===== config.mk =====
export PLATFORM = sky130hd
export DESIGN_NAME = byte_stuffed_frame_deframer_core
export DESIGN_NICKNAME = d
export VERILOG_FILES = /design/src/rtl/bsfd_pkg.sv /design/src/rtl/bsfd_mem.sv /design/src/rtl/bsfd_chk.sv /design/src/rtl/byte_stuffed_frame_deframer_core.sv
export VERILOG_INCLUDE_DIRS = /design/src /design/src/rtl
export SDC_FILE = /design/constraint.sdc
export NUM_CORES = 1
export LEC_CHECK = 0
export CAP_MARGIN = 0
export CORE_MARGIN = 8
export CORE_UTILIZATION = 57
export DETAILED_ROUTE_END_ITERATION = 16
export DONT_BUFFER_PORTS = 1
export PLACE_DENSITY = 0.81
export RECOVER_POWER = 100
export REMOVE_ABC_BUFFERS = 1
export SLEW_MARGIN = 20
export SYNTH_ARGS = -nofsm -noshare
export SYNTH_HDL_FRONTEND = slang
export SYNTH_SLANG_ARGS = --single-unit
export TNS_END_PERCENT = 20

===== constraint.sdc =====
create_clock -name i_clk -period 3.35 [get_ports i_clk]
set_input_delay 0 -clock i_clk [delete_from_list [all_inputs] [get_ports i_clk]]
set_output_delay 0 -clock i_clk [all_outputs]
set_load 0.1 [all_outputs]

===== src/rtl/byte_stuffed_frame_deframer_core_defines.svh =====
// ----------------------------------------------------------------------------
// Byte-stuffed frame deframer assertion macros
// Shared concurrent assertion forms used at the end of the top level.
// ----------------------------------------------------------------------------
`ifndef BYTE_STUFFED_FRAME_DEFRAMER_CORE_DEFINES_SVH
`define BYTE_STUFFED_FRAME_DEFRAMER_CORE_DEFINES_SVH

// Same-cycle implication, checked outside reset.
`define BSFD_AST_IMP(label, clk, rst_n, ante, cons, msg) \
    label: assert property (@(posedge clk) disable iff (!(rst_n)) (ante) |-> (cons)) \
        else $error(msg);

// Next-cycle implication, checked outside reset.
`define BSFD_AST_NEXT(label, clk, rst_n, ante, cons, msg) \
    label: assert property (@(posedge clk) disable iff (!(rst_n)) (ante) |=> (cons)) \
        else $error(msg);

`endif


===== src/rtl/bsfd_pkg.sv =====
// ----------------------------------------------------------------------------
// Byte-stuffed frame deframer package
// Line codes, widths and the control word of the frame check unit.
// ----------------------------------------------------------------------------
package bsfd_pkg;

    localparam int BYTE_W                 = 8;
    localparam int COUNT_W                = 6;
    localparam int FRAME_BUFFER_BYTES_DEF = 64;

    localparam logic [BYTE_W-1:0] TAG_BYTE = 8'h7E;
    localparam logic [BYTE_W-1:0] ESC_BYTE = 8'h7D;
    localparam logic [BYTE_W-1:0] ESC_KEEP = 8'h00;
    localparam logic [BYTE_W-1:0] ESC_TAG  = 8'h01;

    typedef enum logic [1:0] {
        ST_HUNT,
        ST_FRAME,
        ST_DRAIN
    } t_state;

    typedef struct packed {
        logic              clear;
        logic              add_en;
        logic [BYTE_W-1:0] add_val;
        logic              first_en;
        logic [BYTE_W-1:0] first_val;
    } t_chk_ctl;

endpackage


===== src/rtl/bsfd_mem.sv =====
// ----------------------------------------------------------------------------
// Frame memory
// Single-port-write, single-port-read byte store with a registered read port.
// ----------------------------------------------------------------------------
module bsfd_mem
    import bsfd_pkg::*;
#(
    parameter int DEPTH = FRAME_BUFFER_BYTES_DEF,
    parameter int AW    = $clog2(FRAME_BUFFER_BYTES_DEF)
) (
    input  logic              i_clk,
    input  logic              i_wr_en,
    input  logic [AW-1:0]     i_wr_addr,
    input  logic [BYTE_W-1:0] i_wr_data,
    input  logic              i_rd_en,
    input  logic [AW-1:0]     i_rd_addr,
    output logic [BYTE_W-1:0] o_rd_data
);

    logic [BYTE_W-1:0] r_mem [DEPTH];
    logic [BYTE_W-1:0] r_rd_data;

    always_ff @(posedge i_clk) begin
        if (i_wr_en) begin
            r_mem[i_wr_addr] <= i_wr_data;
        end
    end

    always_ff @(posedge i_clk) begin
        if (i_rd_en) begin
            r_rd_data <= r_mem[i_rd_addr];
        end
    end

    assign o_rd_data = r_rd_data;

endmodule


===== src/rtl/bsfd_chk.sv =====
// ----------------------------------------------------------------------------
// Frame check unit
// Keeps the running byte sum and the first byte of the open frame and
// reports whether a closing tag would accept the frame.
// ----------------------------------------------------------------------------
module bsfd_chk
    import bsfd_pkg::*;
#(
    parameter int FW = $clog2(FRAME_BUFFER_BYTES_DEF + 1)
) (
    input  logic          i_clk,
    input  logic          i_rst_n,
    input  t_chk_ctl      i_ctl,
    input  logic [FW-1:0] i_fill,
    output logic          o_pass
);

    logic [BYTE_W-1:0] r_sum;
    logic [BYTE_W-1:0] r_first;
    logic [FW-1:0]     fill_m2;

    always_ff @(posedge i_clk) begin
        if (!i_rst_n) begin
            r_sum <= '0;
        end else if (i_ctl.clear) begin
            r_sum <= '0;
        end else if (i_ctl.add_en) begin
            r_sum <= r_sum + i_ctl.add_val;
        end
    end

    always_ff @(posedge i_clk) begin
        if (i_ctl.first_en) begin
            r_first <= i_ctl.first_val;
        end
    end

    assign fill_m2 = i_fill - FW'(2);
    assign o_pass  = (i_fill > FW'(2)) && (r_first == BYTE_W'(fill_m2)) && (r_sum == '0);

endmodule


===== src/rtl/byte_stuffed_frame_deframer_core.sv =====
// ----------------------------------------------------------------------------
// Byte-stuffed frame deframer core
// Removes escapes from a tag-delimited byte stream, verifies each frame and
// delivers the payload bytes of good frames.
// ----------------------------------------------------------------------------
// While hunting or inside a frame the core takes one received word per cycle.
// Received bytes are written to a frame memory as they arrive, and the length
// byte and checksum are tracked on the fly, so a closing tag is judged in the
// same cycle. After a good frame the input stalls while the payload is read
// back through the single read port of the frame memory, one word per cycle
// while the output does not stall.
// A failed frame and an overflow do not stall the input.
// ----------------------------------------------------------------------------
module byte_stuffed_frame_deframer_core
    import bsfd_pkg::*;
#(
    parameter int FRAME_BUFFER_BYTES = FRAME_BUFFER_BYTES_DEF
) (
    input  logic               i_clk,
    input  logic               i_rst_n,
    input  logic               i_in_valid,
    output logic               o_in_stall,
    input  logic [BYTE_W-1:0]  i_rx_byte,
    output logic               o_out_valid,
    input  logic               i_out_stall,
    output logic [BYTE_W-1:0]  o_payload_byte,
    output logic [COUNT_W-1:0] o_payload_count,
    output logic               o_last_byte
);

    localparam int AW = $clog2(FRAME_BUFFER_BYTES);
    localparam int FW = $clog2(FRAME_BUFFER_BYTES + 1);

    t_state              r_state, n_state;
    logic [FW-1:0]       r_fill, n_fill;
    logic                r_esc, n_esc;
    logic [AW-1:0]       r_rd_addr, n_rd_addr;
    logic [AW-1:0]       r_last_addr, n_last_addr;
    logic [COUNT_W-1:0]  r_cnt, n_cnt;
    logic                r_out_valid, n_out_valid;
    logic [COUNT_W-1:0]  r_out_count, n_out_count;
    logic                r_out_last, n_out_last;

    logic                in_acc;
    logic                out_free;
    logic                pass;
    logic                wr_en;
    logic [AW-1:0]       wr_addr;
    logic [BYTE_W-1:0]   wr_data;
    logic                rd_en;
    logic [FW-1:0]       fill_p1;
    t_chk_ctl            chk_ctl;

    assign o_in_stall = (r_state == ST_DRAIN);
    assign in_acc     = i_in_valid && !o_in_stall;
    assign out_free   = !r_out_valid || !i_out_stall;
    assign fill_p1    = r_fill + FW'(1);

    bsfd_mem #(
        .DEPTH (FRAME_BUFFER_BYTES),
        .AW    (AW)
    ) u_mem (
        .i_clk     (i_clk),
        .i_wr_en   (wr_en),
        .i_wr_addr (wr_addr),
        .i_wr_data (wr_data),
        .i_rd_en   (rd_en),
        .i_rd_addr (r_rd_addr),
        .o_rd_data (o_payload_byte)
    );

    bsfd_chk #(
        .FW (FW)
    ) u_chk (
        .i_clk  (i_clk),
        .i_rst_n(i_rst_n),
        .i_ctl  (chk_ctl),
        .i_fill (r_fill),
        .o_pass (pass)
    );

    always_ff @(posedge i_clk) begin
        if (!i_rst_n) begin
            r_state     <= ST_HUNT;
            r_fill      <= '0;
            r_esc       <= 1'b0;
            r_rd_addr   <= '0;
            r_out_valid <= 1'b0;
        end else begin
            r_state     <= n_state;
            r_fill      <= n_fill;
            r_esc       <= n_esc;
            r_rd_addr   <= n_rd_addr;
            r_out_valid <= n_out_valid;
        end
    end

    always_ff @(posedge i_clk) begin
        r_last_addr <= n_last_addr;
        r_cnt       <= n_cnt;
        r_out_count <= n_out_count;
        r_out_last  <= n_out_last;
    end

    always_comb begin
        n_state     = r_state;
        n_fill      = r_fill;
        n_esc       = r_esc;
        n_rd_addr   = r_rd_addr;
        n_last_addr = r_last_addr;
        n_cnt       = r_cnt;
        n_out_valid = r_out_valid;
        n_out_count = r_out_count;
        n_out_last  = r_out_last;
        wr_en       = 1'b0;
        wr_addr     = AW'(r_fill);
        wr_data     = i_rx_byte;
        rd_en       = 1'b0;
        chk_ctl     = '0;

        if (out_free) begin
            n_out_valid = 1'b0;
        end

        case (r_state)
            ST_HUNT: begin
                if (in_acc && (i_rx_byte == TAG_BYTE)) begin
                    n_state       = ST_FRAME;
                    n_fill        = '0;
                    n_esc         = 1'b0;
                    chk_ctl.clear = 1'b1;
                end
            end
            ST_FRAME: begin
                if (in_acc) begin
                    if (i_rx_byte == TAG_BYTE) begin
                        n_esc = 1'b0;
                        if (pass) begin
                            n_state     = ST_DRAIN;
                            n_rd_addr   = AW'(1);
                            n_last_addr = AW'(r_fill - FW'(2));
                            n_cnt       = COUNT_W'(r_fill - FW'(2));
                        end else begin
                            n_fill        = '0;
                            chk_ctl.clear = 1'b1;
                        end
                    end else if (r_esc && (r_fill != '0) &&
                                 ((i_rx_byte == ESC_TAG) || (i_rx_byte == ESC_KEEP))) begin
                        wr_en   = 1'b1;
                        wr_addr = AW'(r_fill - FW'(1));
                        wr_data = (i_rx_byte == ESC_TAG) ? TAG_BYTE : ESC_BYTE;
                        n_esc   = 1'b0;
                        chk_ctl.add_en    = (i_rx_byte == ESC_TAG);
                        chk_ctl.add_val   = BYTE_W'(1);
                        chk_ctl.first_en  = (r_fill == FW'(1));
                        chk_ctl.first_val = wr_data;
                    end else begin
                        wr_en  = 1'b1;
                        n_fill = fill_p1;
                        n_esc  = (i_rx_byte == ESC_BYTE);
                        chk_ctl.add_en    = 1'b1;
                        chk_ctl.add_val   = i_rx_byte;
                        chk_ctl.first_en  = (r_fill == '0);
                        chk_ctl.first_val = i_rx_byte;
                        if (fill_p1 == FW'(FRAME_BUFFER_BYTES)) begin
                            n_state = ST_HUNT;
                            n_esc   = 1'b0;
                        end
                    end
                end
            end
            ST_DRAIN: begin
                if (out_free) begin
                    rd_en       = 1'b1;
                    n_out_valid = 1'b1;
                    n_out_count = r_cnt;
                    n_out_last  = (r_rd_addr == r_last_addr);
                    n_rd_addr   = r_rd_addr + AW'(1);
                    if (r_rd_addr == r_last_addr) begin
                        n_state = ST_HUNT;
                    end
                end
            end
            default: begin
                n_state = ST_HUNT;
            end
        endcase
    end

    assign o_out_valid     = r_out_valid;
    assign o_payload_count = r_out_count;
    assign o_last_byte     = r_out_last;

`include "byte_stuffed_frame_deframer_core_defines.svh"

    `BSFD_AST_IMP(a_last_ends_drain, i_clk, i_rst_n, (r_state == ST_DRAIN) && r_out_valid && r_out_last, r_rd_addr == AW'(1), "last word shown while a drain is under way")
    `BSFD_AST_IMP(a_drain_addr, i_clk, i_rst_n, r_state == ST_DRAIN, (r_rd_addr != '0) && (r_rd_addr <= r_last_addr), "drain address out of payload range")
    `BSFD_AST_IMP(a_fill_bound, i_clk, i_rst_n, r_state == ST_FRAME, r_fill < FW'(FRAME_BUFFER_BYTES), "fill count reached buffer size inside a frame")
    `BSFD_AST_IMP(a_esc_context, i_clk, i_rst_n, r_esc, (r_state == ST_FRAME) && (r_fill != '0), "escape pending outside a nonempty frame")
    `BSFD_AST_NEXT(a_drain_continues, i_clk, i_rst_n, r_out_valid && !r_out_last && !i_out_stall, r_out_valid, "gap inside a payload burst")

endmodule


After elaboration in Yosys (flattened, before gate mapping)
Memory sizes are Yosys's and may differ from the RTL's. A register that Yosys moved wholly into a read port is not among the register bits.
Index checks and enable logic that the tools add are counted.

cells by class
  div/mod/pow operators = 0
  shift-type cells = 0
  bitwise gates (word level) = 3
  add/sub/neg operators = 5
  multipliers = 0
  equal/unequal tests = 19
  mux-type cells = 53
  reduce and logical (&&, ||, !) cells = 26
  magnitude comparators = 1

operators by type and width
  operator                                                                number
  18-bit two-way mux                                                      3
  6-bit two-way mux                                                       8
  7-bit two-way mux                                                       5
  8-bit two-way mux                                                       4
  19-bit two-way mux                                                      1
  1-bit two-way mux                                                       18
  2-bit two-way mux                                                       9
  8-bit by 7-bit equality test with 1-bit output (second input constant)  2
  8-bit logical NOT                                                       2
  7-bit case mux with 2 select lines                                      1
  3-bit inequality test (second input constant)                           4
  6-bit case mux with 2 select lines                                      1
  5-bit AND reduction                                                     2
  8-bit adder                                                             1
  8-bit by 1-bit equality test with 1-bit output (second input constant)  1
  8-bit by 7-bit equality test with 1-bit output                          1
  2-bit inequality test (second input constant)                           4
  7-bit by 1-bit adder with 7-bit output (second input constant)          1
  7-bit by 1-bit equality test with 1-bit output (second input constant)  1
  7-bit equality test (second input constant)                             1
  7-bit by 2-bit > comparator with 1-bit output (second input constant)   1
  7-bit logical NOT                                                       1
  7-bit AND reduction                                                     1
  7-bit nonzero test                                                      1
  other kinds (20)                                                        33

storage, ports and cells
  output and inout port bits = 17
  memory bits (read-only) = 0
  input bits = 12
  logic and storage cells = 118
  memories = 1
  register bits = 46
  memory bits (writable) = 512
  bits in latches = 0

memories
  memory       depth  width  rd ports  clocked after memory_dff  write ports  RTL line        text
  u_mem.r_mem  64     8      1         1                         1            bsfd_mem.sv:20  logic [BYTE_W-1:0] r_mem [DEPTH];

Logic depth before layout (Yosys ltp)
  depth after elaboration = 9
  gate-level depth with buffers = 14
  depth with buffers taken out = 13

By module
Synthesis repeated with hierarchy kept, for this count alone.

unflattened totals
  cell total of the unflattened synthesis = 1,258
  area, all modules = 23,267.3 µm²

by module, submodules not included
  module                            instances  cells each  area each (µm²)  sequential area each (µm²)
  bsfd_mem                          1          940         20,246.9         15,615.0
  byte_stuffed_frame_deframer_core  1          214         1,965.6          730.7
  bsfd_chk                          1          104         1,054.8          400.4

Least setup slack after synthesis
OpenSTA, ideal clock, no wires.

  path type = reg-to-reg
  start = register r_fill[2]
  end = memory u_mem.r_mem[2][0], enable pin
  library setup time = 395 ps
  data required time = 2,955 ps
  arrival time = 3,014 ps
  stages on the path, launching flop included = 11
  path slack = -59 ps
  period minus slack after synthesis = 3,409 ps
  buffers on the path = 3
  cells stage by stage = dfxtp_1 -> buf_2 -> inv_1 -> ha_1 -> or3b_1 -> buf_2 -> nor2_1 -> a21oi_4 -> or2_1 -> buf_6 -> nor4_1

on the way
  longest elaborated chain between the ends = 7
  elaborated cells between the ends (all ways) = 8
  classes of those cells = 1 x add/sub; 4 x mux; 3 x reduce/logical

ends and longest elaborated chain
  item                                                                                                 RTL line                                 text
  start, declared                                                                                      byte_stuffed_frame_deframer_core.sv:35   logic [FW-1:0] r_fill, n_fill;
  start signal, assigned                                                                               byte_stuffed_frame_deframer_core.sv:91   r_fill <= n_fill;
  parallel branches: the longest is 6 deep, another holds 6-bit by 1-bit subtractor with 6-bit output  -
  6-bit two-way mux *                                                                                  byte_stuffed_frame_deframer_core.sv:125  case (r_state)
  end, declared                                                                                        bsfd_mem.sv:20

Mark *: on every way between the ends.

Final worst setup path
  start = register r_fill[1]
  end = memory u_mem.r_mem[41][0], enable pin

Same word-level chain as after synthesis.

==> results.json <==
{
  "syn-instance-count": 1246,
  "grt_pass1_wl_um": 85120,
  "die_x_um": 219.7,
  "final_common_cell": "edfxtp_1",
  "maxSlewHeadroom_pct": 19.47,
  "status": "complete, but fails checks",
  "critPathRequiredTime_ns": 3.71,
  "combinationalPowerShare_pct": 2.5,
  "clkPwrFrac_pct": 44.0,
  "cp.arrival_ns": 3.67,
  "dieHeight_um": 219.7,
  "clkSinkCount": 566,
  "overflow": 0,
  "wirelength_um": 57170,
  "critical_path.endpoint": "u_mem.r_mem[41][0]$_DFFE_PP_",
  "cp_common_cell": "buf_4",
  "r2r_slack_ns": 0.04,
  "p_sw_mw": 2.903,
  "num-nets-final": 1398,
  "met3WireLength_um": 4934,
  "ys_seq_area_share_pct": 70.80,
  "met2_length_um": 27760,
  "ios": 29,
  "maxCapViolCount": 0,
  "dr_total_vias": 12900,
  "drc": 0,
  "place_inst": 1827,
  "setup_viol": 0,
  "synth_cell_types": 79,
  "syn_area_um2": 23650,
  "cts_tree": "done",
  "die_area_um2": 48270,
  "yosysWarnings": 0,
  "clkSlewWorstSetupHoldPaths_ns": 0.06,
  "rsz0062_at_grt": "yes",
  "cts_root_buf": "clkbuf_16",
  "grtUsageTotal_pct": 23.97,
  "worst-path-max-fanout": 12,
  "num_rows": 74,
  "fin_crit_sh_pct": 98.69,
  "synth_edf_count": 541,
  "cp_slowest_cell": "a32oi_4",
  "place_congestion": 0.9198,
  "clk_latency_ns": 0.61,
  "ys.flop_type": "edfxtp_1",
  "synth-async-reset-ratio_pct": 0,
  "wl_met1_um": 22550,
  "cp-end-kind": "flip-flop",
  "hold_viol_final": 1,
  "startpoint_type": "flip-flop",
  "tightest_slew_ns": 1.208,
  "ant_nets": 0,
  "crit_start": "r_fill[1]$_SDFFE_PN0P_",
  "r2r-start": "r_fill[1]$_SDFFE_PN0P_",
  "routedWlPerCell_um": 29.38,
  "p_sw_share_pct": 20.05,
  "syn_to_final_growth_pct": 14.42,
  "p_leak_nw": 8.435,
  "violations": "negative hold slack",
  "avgSynthCellArea_um2": 18.98,
  "pwr-share-seq_pct": 53.5,
  "fin_cells": 1946,
  "reg2reg_to": "u_mem.r_mem[41][0]$_DFFE_PP_",
  "pwr_density_cell_nw_per_um2": 535.2,
  "dr.max_layer_used": "met5",
  "clockBufferDepth": 3,
  "core_area_um2": 40920,
  "finalClockSkew_ns": 0.02576,
  "dpl.hpwl_um": 33740,
  "dr.first_iter.drc_count": 1573,
  "diodes": 0,
  "reg2reg_depth": 11,
  "avgViaCountPerCell": 6.629,
  "slowest_delay_ns": 0.54,
  "p_total_mw": 14.48,
  "holdWs_ns": -0.006723,
  "place_area_um2": 24970,
  "start_util_pct": 57.79,
  "portBuffers": 0,
  "synth-seq-cells": 566,
  "cts_inserted_buffers": 56,
  "irDropWorstVdd_mv": 0.3774,
  "dr.pass1.iters": 5,
  "hp-class": "input port to flip-flop",
  "drive_gt1_share_pct": 29.56,
  "slew_viol_final": 0,
  "crit_type": "flip-flop to flip-flop",
  "crit_chain": "inv_1 > ha_1 > nand2_1 > or2_1 > buf_4 > a2111oi_4 > o32ai_2 > a32oi_4 > buf_4 > nor3_1 > buf_4",
  "design_area_um2": 27060,
  "htree_num_levels": 2,
  "grt_max_degree": 68,
  "grt_pass1_vias": 13140,
  "min_period_ns": 3.306,
  "antenna_found_initial": 1,
  "fmax_ghz": 0.3025,
  "final_cell_mix": "edfxtp_1 (541), mux4_2 (153), buf_4 (98), clkbuf_16 (57), nor2_1 (51)",
  "intPower_mw": 11.58
}
synthesized netlist by cell type, types with 10 or more instances:
master / number / share of area, %
a31oi_1: 10 / 0.26
dfxtp_1: 25 / 2.1
inv_1: 18 / 0.29
ha_1: 16 / 0.85
nor2_1: 54 / 0.86
nor4_1: 17 / 0.45
mux2i_1: 27 / 1.1
nor3_1: 46 / 0.97
o21ai_0: 22 / 0.47
mux4_2: 153 / 15
nand3_1: 11 / 0.23
nand2_1: 48 / 0.76
buf_2: 28 / 0.59
edfxtp_1: 541 / 69
clkbuf_1: 22 / 0.35
a21oi_1: 24 / 0.51
xnor2_1: 16 / 0.59
a22oi_1: 11 / 0.35
logic make-up after synthesis:
| family | synth area share [%] |
|---|---|
| muxes | 15.85 |
| buffers and inverters | 1.947 |
| xor gates and xnor gates | 0.9733 |
| adders and majority gates | 0.9311 |
| and+or+nand+nor | 5.634 |
| DFF | 70.80 |
| AOI/OAI and AO/OA | 3.857 |
worst min path at each step:
stage / end / slack [ns] / cells after the start / start
detailed placement: u_mem.r_mem[4][7]$_DFFE_PP_ / 0.11 / 0 / i_rx_byte[7]
global route: r_fill[6]$_SDFFE_PN0P_ / 0.01 / 4 / i_rx_byte[0]
CTS: r_fill[6]$_SDFFE_PN0P_ / 0.01 / 4 / i_rx_byte[0]
finish: r_fill[6]$_SDFFE_PN0P_ / -0.007 / 4 / i_rx_byte[0]
floorplan: u_mem.r_mem[0][7]$_DFFE_PP_ / 0.1 / 0 / i_rx_byte[7]
global placement: u_mem.r_mem[4][7]$_DFFE_PP_ / 0.11 / 0 / i_rx_byte[7]
sequential cells by signal (all words and copies together) (netlist names), named ones only:
signal and cells:
u_mem.r_mem 512, r_fill 7, r_rd_addr 6, o_payload_count 6, r_cnt 6, o_last_byte 1
u_mem.o_rd_data 8, u_chk.r_sum 8, r_state 2, r_esc 1, u_chk.r_first 8
worst max-delay path, delay by kind of cell, from the launching register on:
family          cells  cell delay [ns]
compound gates      3             1.11
fa+ha+maj           1             0.34
buf+inv             4             0.84
simple gates        3             0.47
flops               1             0.31
stage by stage:
step / hold WS, ns / setup TNS (ns) / util, % / setup WS [ns]
2_1_floorplan: 0.09887 / -70.67 / - / -3.793
3_3_place_gp: 0.1133 / -1.403 / 60.98 / -0.06831
3_5_place_dp: 0.1092 / -3.712 / 61.02 / -0.1952
4_1_cts: 0.01095 / -0.6098 / 66.04 / -0.07846
5_1_grt: 0.009873 / -5.398 / 66.12 / -0.1097
6_report: -0.006723 / 0 / 66.12 / 0.04385
area by class of cell:
cell class	count	area, µm²
multi-input combinational	591	6606
clock inverter	33	382.9
fill	2613	13860
tap	532	665.6
timing repair buffer	134	1101
clock buffer	70	1475
sequential	566	16750
inverter	20	75.07
power by group through the flow:
stage / Sequential, mW / Combinational (mW) / Clock (mW)
2_1_floorplan: 7.91 / 0.162 / 0
3_3_place_gp: 7.90 / 0.303 / 0
3_5_place_dp: 7.90 / 0.316 / 0
4_1_cts: 7.75 / 0.356 / 6.43
5_1_grt: 7.74 / 0.383 / 6.72
6_report: 7.75 / 0.362 / 6.37
what timing repair did:
item / in CTS / in global routing
hold buffers: 14 / 0
pin swaps: 0 / 1
setup buffers: 0 / 2
hold endpoints to repair: 104 / 0
setup endpoints to repair: 71 / 158
resized for setup: 8 / 5
per-layer routing:
| layer | vias up | GRT usage (%) |
|---|---|---|
| met1 | 6640 | 32.46 |
| li1 | 5381 | - |
| met3 | 143 | 5.005 |
| met5 | - | 0 |
| met2 | 734 | 38.61 |
| met4 | 2 | 8.573 |
Note: power is estimated with default switching activity, not from simulation.
